### src/rtl/rmst_pkg.sv
`default_nettype none
// ----------------------------------------------------------------------------
// rmst_pkg: shared types and constants of the range-minimum segment tree
// Word layouts of both channels, the command word passed from the front
// end to the tree walker, status codes and the back-end state type.
// ----------------------------------------------------------------------------
package rmst_pkg;

	localparam int VAL_W = 32;
	localparam int IDX_W = 10;
	localparam int LC_W  = 11;

	// Value of an empty node and of an empty range
	localparam logic signed [VAL_W-1:0] TOP_VALUE = 32'sh7FFF_FFFF;

	localparam logic [LC_W-1:0] LEAF_COUNT_RESET = 11'd1024;

	// Request types
	localparam logic REQ_UPDATE = 1'b0;
	localparam logic REQ_QUERY  = 1'b1;

	// Result status codes
	localparam logic [1:0] ST_UPDATE = 2'd0;
	localparam logic [1:0] ST_QUERY  = 2'd1;
	localparam logic [1:0] ST_ERROR  = 2'd2;

	typedef struct packed {
		logic                    req_type;
		logic [IDX_W-1:0]        first_index;
		logic [IDX_W-1:0]        last_index;
		logic signed [VAL_W-1:0] new_value;
	} req_t;

	typedef struct packed {
		logic signed [VAL_W-1:0] range_minimum;
		logic [1:0]              status;
	} rsp_t;

	typedef enum logic [1:0] {
		CMD_UPDATE,
		CMD_QUERY,
		CMD_EMPTY,
		CMD_ERROR
	} cmd_kind_t;

	typedef struct packed {
		cmd_kind_t               kind;
		logic [IDX_W-1:0]        first_index;
		logic [IDX_W-1:0]        last_index;
		logic signed [VAL_W-1:0] new_value;
	} cmd_t;

	typedef enum logic [2:0] {
		B_CLEAR,
		B_IDLE,
		B_UPD,
		B_QRY,
		B_DONE
	} back_state_t;

endpackage
`default_nettype wire

### src/rtl/rmst_front.sv
`default_nettype none
// ----------------------------------------------------------------------------
// rmst_front: request intake and classification
// Holds the effective leaf count, checks request indices against it and
// queues classified commands for the tree walker.
// ----------------------------------------------------------------------------
module rmst_front import rmst_pkg::*; #(
	parameter  int MAX_LEAVES = 1024,
	localparam int NODE_W     = $clog2(2 * MAX_LEAVES)
) (
	input  wire logic              clk,
	input  wire logic              arst_n,
	input  wire logic              req_valid,
	output logic                   req_ready,
	input  wire req_t              req_data,
	input  wire logic              cfg_we,
	input  wire logic [LC_W-1:0]   cfg_wdata,
	input  wire logic              clearing,
	output logic                   cmd_valid,
	output cmd_t                   cmd,
	input  wire logic              cmd_pop,
	output logic [NODE_W-1:0]      leaves
);

	localparam int CW = (NODE_W > LC_W) ? NODE_W : LC_W;
	localparam int QD = 2;
	localparam int QA = $clog2(QD);
	localparam int QC = $clog2(QD + 1);

	// Zero acts as one leaf, anything above the tree size as a full tree
	function automatic logic [NODE_W-1:0] clamp_leaves(input logic [LC_W-1:0] v);
		logic [NODE_W-1:0] r;
		if (v == '0) begin
			r = NODE_W'(1);
		end else if (CW'(v) > CW'(MAX_LEAVES)) begin
			r = NODE_W'(MAX_LEAVES);
		end else begin
			r = NODE_W'(v);
		end
		return r;
	endfunction

	localparam logic [NODE_W-1:0] LEAVES_RESET = clamp_leaves(LEAF_COUNT_RESET);

	logic [NODE_W-1:0] leaves_q;
	cmd_t              q_mem [QD];
	logic [QA-1:0]     wr_ptr_q;
	logic [QA-1:0]     rd_ptr_q;
	logic [QC-1:0]     cnt_q;
	cmd_t              new_cmd;
	logic              first_bad;
	logic              last_bad;
	logic              push;

	always_ff @(posedge clk or negedge arst_n) begin
		if (!arst_n) begin
			leaves_q <= LEAVES_RESET;
		end else if (cfg_we) begin
			leaves_q <= clamp_leaves(cfg_wdata);
		end
	end

	assign leaves = leaves_q;

	// Classify
	always_comb begin
		first_bad           = CW'(req_data.first_index) >= CW'(leaves_q);
		last_bad            = CW'(req_data.last_index) >= CW'(leaves_q);
		new_cmd.first_index = req_data.first_index;
		new_cmd.last_index  = req_data.last_index;
		new_cmd.new_value   = req_data.new_value;
		unique case (req_data.req_type)
			REQ_UPDATE: begin
				new_cmd.kind = first_bad ? CMD_ERROR : CMD_UPDATE;
			end
			REQ_QUERY: begin
				if (first_bad || last_bad) begin
					new_cmd.kind = CMD_ERROR;
				end else if (req_data.first_index > req_data.last_index) begin
					new_cmd.kind = CMD_EMPTY;
				end else begin
					new_cmd.kind = CMD_QUERY;
				end
			end
		endcase
	end

	assign req_ready = !clearing && !cfg_we && (cnt_q != QC'(QD));
	assign push      = req_valid && req_ready;
	assign cmd_valid = cnt_q != '0;
	assign cmd       = q_mem[rd_ptr_q];

	always_ff @(posedge clk) begin
		if (push) begin
			q_mem[wr_ptr_q] <= new_cmd;
		end
	end

	always_ff @(posedge clk or negedge arst_n) begin
		if (!arst_n) begin
			wr_ptr_q <= '0;
			rd_ptr_q <= '0;
			cnt_q    <= '0;
		end else begin
			if (push) begin
				wr_ptr_q <= (wr_ptr_q == QA'(QD - 1)) ? '0 : wr_ptr_q + QA'(1);
			end
			if (cmd_pop) begin
				rd_ptr_q <= (rd_ptr_q == QA'(QD - 1)) ? '0 : rd_ptr_q + QA'(1);
			end
			if (push && !cmd_pop) begin
				cnt_q <= cnt_q + QC'(1);
			end else if (cmd_pop && !push) begin
				cnt_q <= cnt_q - QC'(1);
			end
		end
	end

endmodule
`default_nettype wire

### config.mk
export PLATFORM = sky130hd
export DESIGN_NAME = rmst_front
export DESIGN_NICKNAME = d
export VERILOG_FILES = /design/src/rtl/rmst_pkg.sv /design/src/rtl/rmst_front.sv
export SDC_FILE = /design/constraint.sdc
export NUM_CORES = 1
export LEC_CHECK = 0
export BUFFER_PORTS_ARGS = -buffer_cell sky130_fd_sc_hd__buf_2
export CAP_MARGIN = 10
export CORE_AREA = 2 2 85 128
export DETAILED_ROUTE_END_ITERATION = 10
export DIE_AREA = 0 0 87 130
export PLACE_DENSITY = 0.78
export SYNTH_ARGS = -nofsm -noshare
export SYNTH_HDL_FRONTEND = slang
export SYNTH_SLANG_ARGS = --single-unit
### constraint.sdc
create_clock -name clk -period 5.1 [get_ports clk]
set_clock_uncertainty 0.2 [all_clocks]
set_input_delay 0.255 -clock clk [delete_from_list [all_inputs] [get_ports clk]]
set_output_delay 0.255 -clock clk [all_outputs]
set_load 0.005 [all_outputs]
==> impl_metrics.yaml, run 1 <==
placed_design:
  gp_congestion: 0.820
  dp_hpwl_mm: 7.34
  dp.cells: 577
  place_area_sq_um: 6090
  io_buffers: 136
final_layout:
  final_area_sq_um: 7370
  drive_above_1_share_pct: 41.5
  num-fill-cells: 640
  fin_util_pct: 71.5
  nets: 644
  final_cells: 676
  area_delta_synth_final_pct: 40.0
  diodes: 0
global_route:
  antenna_found_initial: 0
  grt_max_degree: 56
  grt_pass1_wl_mm: 17.4
  grt_pass1_vias: 3676
  grt_usage_pct: 20.7
  grt_overflow: 0
synthesis:
  synth_flop_cell: "edfxtp_1"
  synth_compound_area_share_pct: 4.45
  synthesis.instances: 326
  ys_types: 37
  syn_area_sq_um: 5260
  synthXorXnorAreaFrac_pct: 0.832
  synthSimpleGateAreaFrac_pct: 3.73
  synth_adder_area_share_pct: 7.58
  synth_edf_count: 108
  synthArstFlopShare_pct: 12.2
  yosysSeqAreaShare_pct: 68.8
  synth_area_leaders: "edfxtp_1 (62%), mux2_2 (12%), ha_1 (7.4%)"
  syn-num-nets: 427
  synth_warnings: 0
  netlist.area_leader.share_pct: 61.6
  yosys_register_bits: 123
  synthMuxAreaShare_pct: 12.0
  synth.avg_cell_area_sq_um: 16.1
  yosys.area.top_type: "edfxtp_1"
  synth_top_family_by_area: "multiplexers"
  yosysMostFrequentCell: "edfxtp_1"
  synth_common_cells: "edfxtp_1 (108), mux2_2 (55), ha_1 (31)"
pwr:
  p_per_area_nw_per_um2: 426
  ir_drop_mv: 0.495
  power_leakage_nw: 3.04
  p_total_mw: 3.14
clocking:
  clock-root-buffer: "clkbuf_16"
  cts_resized: 0
  clk_latency_ps: 400
  post_cts_buffers: 0
  clkTransAtPathRegs_ps: 60
  numCtsBuffers: 17
  clock_path_buffers: 2
  cts_tree: "built"
  htreeDepth: 4
  hold_buffers: 67
  cts_sinks: 123
sta:
  min_period_over_period_pct: 54.9
  finalHoldViolCount: 0
  tightest_slew_ps: 1040
  setup_viol: 0
  min_period_ps: 2800
  rsz0062_at_grt: "false"
  max_freq_ghz: 0.357
  tns_ps: 0
  maxSlewHeadroom_pct: 30.8
  final_max_slew_viol_count: 0
setup_path:
  arrival_ps: 2690
  endpoint_kind: "flip-flop"
  r2r_end: "q_mem[0][28]$_DFFE_PP_"
  startpoint_type: "flip-flop"
  path_max_fanout: 35
  reg2reg_depth: 5
  rrSetupSlack_ps: 2300
  setup.worst_path.class: "reg2reg"
  r2r_start: "cnt_q[0]$_DFFE_PN0P_"
  crit_required_ps: 4980
die:
  die-area_sq_um: 11300
  die_h_um: 130
  coreArea_sq_um: 10300
  ioPinCount: 137
  start_util_pct: 51.1
  fp.dieW_um: 87
  placementRows: 46
route:
  detail_route.vias_per_cell: 5.16
  drt_iter0_drc: 145
  vias: 3485
  dr.pass1.iters: 4
  drt-total-wl_mm: 11.4
  drc_errors: 0
  avgRoutedWirePerCell_um: 16.9
  ant_nets: 0
outcome:
  status: "complete, no violations"
worst_hold_path:
  min_path_type: "in2reg"
  min-delay-start: "req_data[52]"
  holdPathStages: 3
  hold_end: "q_mem[0][52]$_DFFE_PP_"
run:
  maxCapViolCount: 0
## layout make-up
| class | count | area (sq um) | share of cell area (%) |
|---|---|---|---|
| flip-flops and latches | 123 | 3620 | 49.2 |
| multi-input cells | 168 | 1510 | 20.5 |
| repair buffers | 206 | 1370 | 18.7 |
| clock buffers | 19 | 433 | 5.88 |
| clock inverters | 13 | 175 | 2.38 |
| well taps | 120 | 150 | 2.04 |
| inverters | 27 | 101 | 1.38 |
## kinds of logic after synthesis
logic type | count (synthesis)
XOR/XNOR | 5
flip-flops | 123
adder cells (fa/ha/maj) | 32
AND/OR/NAND/NOR | 39
buffers and inverters | 35
AO/OA/AOI/OAI | 36
multiplexers | 56
## per-layer routing
layer / track usage (%) / vias to the layer above / part of all wire, %
met1: 21.0 / 1676 / 36
li1: - / 1672 / -
met4: 8.73 / 0 / 2.8
met3: 6.51 / 29 / 4.6
met2: 38.3 / 108 / 56
met5: 0 / - / 0
## through the flow
stage	setup WS, ps	hold WS [ps]
final	2300	28.4
after global routing	2150	24.0
after CTS	2240	0.560
after detailed placement	2250	-20.4
after global placement	2390	-30.2
after floorplan	1080	-241
## worst max-delay path by stage
stage	start	to	slack, ps	depth (start not counted)
after floorplan	cnt_q[0]$_DFFE_PN0P_	q_mem[0][0]$_DFFE_PP_	1080	4
after global placement	cfg_we	q_mem[0][28]$_DFFE_PP_	2390	5
after detailed placement	cfg_we	q_mem[0][42]$_DFFE_PP_	2250	5
after CTS	cnt_q[0]$_DFFE_PN0P_	q_mem[0][28]$_DFFE_PP_	2240	5
after global routing	cnt_q[0]$_DFFE_PN0P_	q_mem[0][33]$_DFFE_PP_	2150	5
final	cnt_q[0]$_DFFE_PN0P_	q_mem[0][28]$_DFFE_PP_	2300	5
## cells in the final DEF, fill, tap and decap left out, types with 2 or more instances in the layout
cell type / synthesis / final
clkinv_2: 0 / 4
nand2_1: 11 / 11
inv_1: 27 / 27
a21oi_1: 10 / 10
buf_4: 0 / 3
dlygate4sd3_1: 0 / 67
o21ai_0: 8 / 8
buf_2: 7 / 136
clkbuf_1: 1 / 2
nor4_1: 2 / 2
edfxtp_1: 108 / 108
nand3_1: 7 / 7
bufinv_16: 0 / 4
nand2b_1: 4 / 4
a211oi_2: 2 / 2
a21o_1: 4 / 4
nand4_1: 4 / 4
clkinvlp_4: 0 / 3
mux2_2: 55 / 55
ha_1: 31 / 31
clkbuf_16: 0 / 17
dfrtp_1: 14 / 13
xor2_1: 4 / 4
o22ai_1: 4 / 4
nor2_1: 4 / 4
## worst max-delay path, cell delays in order (launching register included)
cell and delay, ps:
dfrtp_1 410, inv_1 70, a211oi_2 270, and2_1 230, nor2b_4 860, buf_4 420
## flip-flops by register name, indices dropped and copies added, names as in the netlist
register / cells
wr_ptr_q: 1
q_mem: 108
cnt_q: 2
rd_ptr_q: 1
leaves: 11
## where the power goes
part	internal [mW]	leakage, nW	total [mW]	switching, mW
clock	0.811	0.290	1.22	0.412
sequential	1.19	1.16	1.22	0.0348
combinational	0.367	1.58	0.690	0.323
No activity file was read; power rests on OpenSTA's default activity.
==> run 2: changes to the inputs <==
==> constraint.sdc (replaced) <==
create_clock -name clk -period 2.7 [get_ports clk]
set_clock_uncertainty 0.2 [all_clocks]
set_input_delay 0.135 -clock clk [delete_from_list [all_inputs] [get_ports clk]]
set_output_delay 0.135 -clock clk [all_outputs]
set_load 0.005 [all_outputs]
==> run 2 against run 1 <==
Net effect:
- worst setup slack lost 2000 ps
- critical endpoint is now leaves[9]$_DFFE_PN0P_
- via count is 3.4% higher
- first-iteration DRC count shrank 9.7%
- die area unchanged
- register-to-register slack got worse by 1700 ps
- cell count up 2.5%
- worst hold slack got worse by 2.5 ps
- sequential cell count did not move
- sequential share of layout area decreased by 1.4 points
==> impl_metrics.yaml, run 2 (synthesis gave the netlist of run 1 again) <==
outcome:
  status: "complete, no violations"
global_route:
  grt_pass1_wl_mm: 17.8
  grt_usage_pct: 21.1
  grt_pass1_vias: 3843
  grt_overflow: 0
  antenna_found_initial: 0
  grt_max_degree: 55
worst_hold_path:
  min_path_type: "in2async"
route:
  drc_errors: 0
  avgRoutedWirePerCell_um: 16.9
  detail_route.vias_per_cell: 5.20
  ant_nets: 0
  drt-total-wl_mm: 11.7
  drt_iter0_drc: 131
  dr.pass1.iters: 4
  vias: 3603
final_layout:
  largest_register_ffs: 108
  final_cell_mix: "buf_2 (136), edfxtp_1 (108), dlygate4sd3_1 (84), mux2_2 (55), ha_1 (31)"
  diodes: 0
  final_common_cell: "buf_2"
  register_area_sq_um: 3620
  num-fill-cells: 647
  largest_register: "q_mem"
  drive_above_1_share_pct: 40.5
  area_delta_synth_final_pct: 44.2
  multi_input_area_sq_um: 1510
  nets: 661
sta:
  maxSlewHeadroom_pct: 56.3
  setup_ws_ps: 329
  rsz0062_at_grt: "false"
  final_max_slew_viol_count: 0
  hold_ws_ps: 25.8
  min_period_ps: 2370
  tns_ps: 0
  max_freq_ghz: 0.422
  setup_viol: 0
  tightest_slew_ps: 653
  min_period_over_period_pct: 87.8
  finalHoldViolCount: 0
placed_design:
  io_buffers: 136
  dpl_worst_slack_ps: 601
  gp_congestion: 0.809
  dp_hpwl_mm: 7.38
die:
  start_util_pct: 51.1
  placementRows: 46
  die-area_sq_um: 11300
  die_h_um: 130
  ioPinCount: 137
  fp.dieW_um: 87
  coreArea_sq_um: 10300
setup_path:
  setup.worst_path.class: "in2reg"
  arrival_ps: 2510
  path_max_fanout: 18
  endpoint_kind: "flip-flop"
  crit_required_ps: 2840
  startpoint_type: "input port"
run:
  maxCapViolCount: 0
clocking:
  cts_sinks: 123
  htreeDepth: 4
  clock-root-buffer: "clkbuf_16"
  cts_tree: "built"
  cts_resized: 0
  clock_path_buffers: 2
  clkTransAtPathRegs_ps: 60
  clk_latency_ps: 400
  numCtsBuffers: 17
pwr:
  p_int_mw: 4.52
  ir_drop_mv: 0.743
  p_comb_share_pct: 21.7
  p_per_area_nw_per_um2: 793
  power_frac_seq_pct: 39.4
  switching_power_mw: 1.50
  power_leakage_nw: 3.13
  sw_frac_of_total_pct: 24.9
  p_clk_share_pct: 38.9
[run 2: cell types whose count changed in the layout (fill, tap and decap cells not counted), sizes merged]
cell | before | now
clkinv | 6 | 7
dlygate4sd3 | 67 | 84
inv | 27 | 29
clkinvlp | 3 | 2
clkbuf | 19 | 17
[run 2: power by group through the flow]
stage | Sequential [mW] | Combinational (mW) | Clock [mW]
after floorplan | 2.33 | 0.760 | 0
after global placement | 2.40 | 1.18 | 0
after detailed placement | 2.41 | 1.21 | 0
after CTS | 2.38 | 1.31 | 2.38
after global routing | 2.39 | 1.41 | 2.47
final | 2.37 | 1.31 | 2.34
[run 2: metal layers]
layer  vias to the layer above  part of all wire, %  track usage [%]
met5                         -                    0                0
met4                         0                  3.3             10.8
met3                        26                  4.5             5.57
met2                       130                   56             39.3
met1                      1743                   36             21.0
li1                       1704                    -                -
[run 2: layout make-up]
class	instances	share of cell area, %
Sequential cell	123	47.7
Multi-Input combinational cell	168	19.9
Clock buffer	17	5.61
Inverter	27	1.34
Clock inverter	15	2.59
Timing Repair Buffer	223	20.8
Tap cell	120	1.98
[run 2: repair_timing]
action,4_1_cts,5_1_grt
endpoints found under the hold margin,135,0
buffers inserted,0,0
hold buffers,84,0
[run 2: metrics by stage]
step           total power [mW]  cell area (sq um)  cells  utilization, %
6_report                   6.02               7590    693            73.6
3_3_place_gp               3.58               6120    577            59.4
2_1_floorplan              3.09               5270    326               -
5_1_grt                    6.27               7590    693            73.6
4_1_cts                    6.07               7590    693            73.6
3_5_place_dp               3.62               6120    577            59.4
[run 2: final timing paths]
| kind | start | end | slack (ps) | cells past startpoint |
|---|---|---|---|---|
| min in group clk | clearing | wr_ptr_q$_DFFE_PN0P_ | 50 | 4 |
| hold reg to reg | cnt_q[1]$_DFFE_PN0P_ | cnt_q[1]$_DFFE_PN0P_ | 300 | 1 |
| hold / removal | arst_n | leaves[10]$_DFFE_PN1P_ | 30 | 2 |
| setup / recovery | cfg_we | leaves[9]$_DFFE_PN0P_ | 330 | 7 |
| max in group asynchronous | arst_n | rd_ptr_q$_DFFE_PN0P_ | 1170 | 3 |
| setup reg to reg | cnt_q[0]$_DFFE_PN0P_ | q_mem[0][47]$_DFFE_PP_ | 630 | 5 |
[run 2: critical path, stage by stage]
cell and delay, ps:
dlygate4sd3_1 520, buf_2 300, nor2b_1 240, nand2_1 90
dlygate4sd3_1 560, o21ai_0 80, dlygate4sd3_1 570
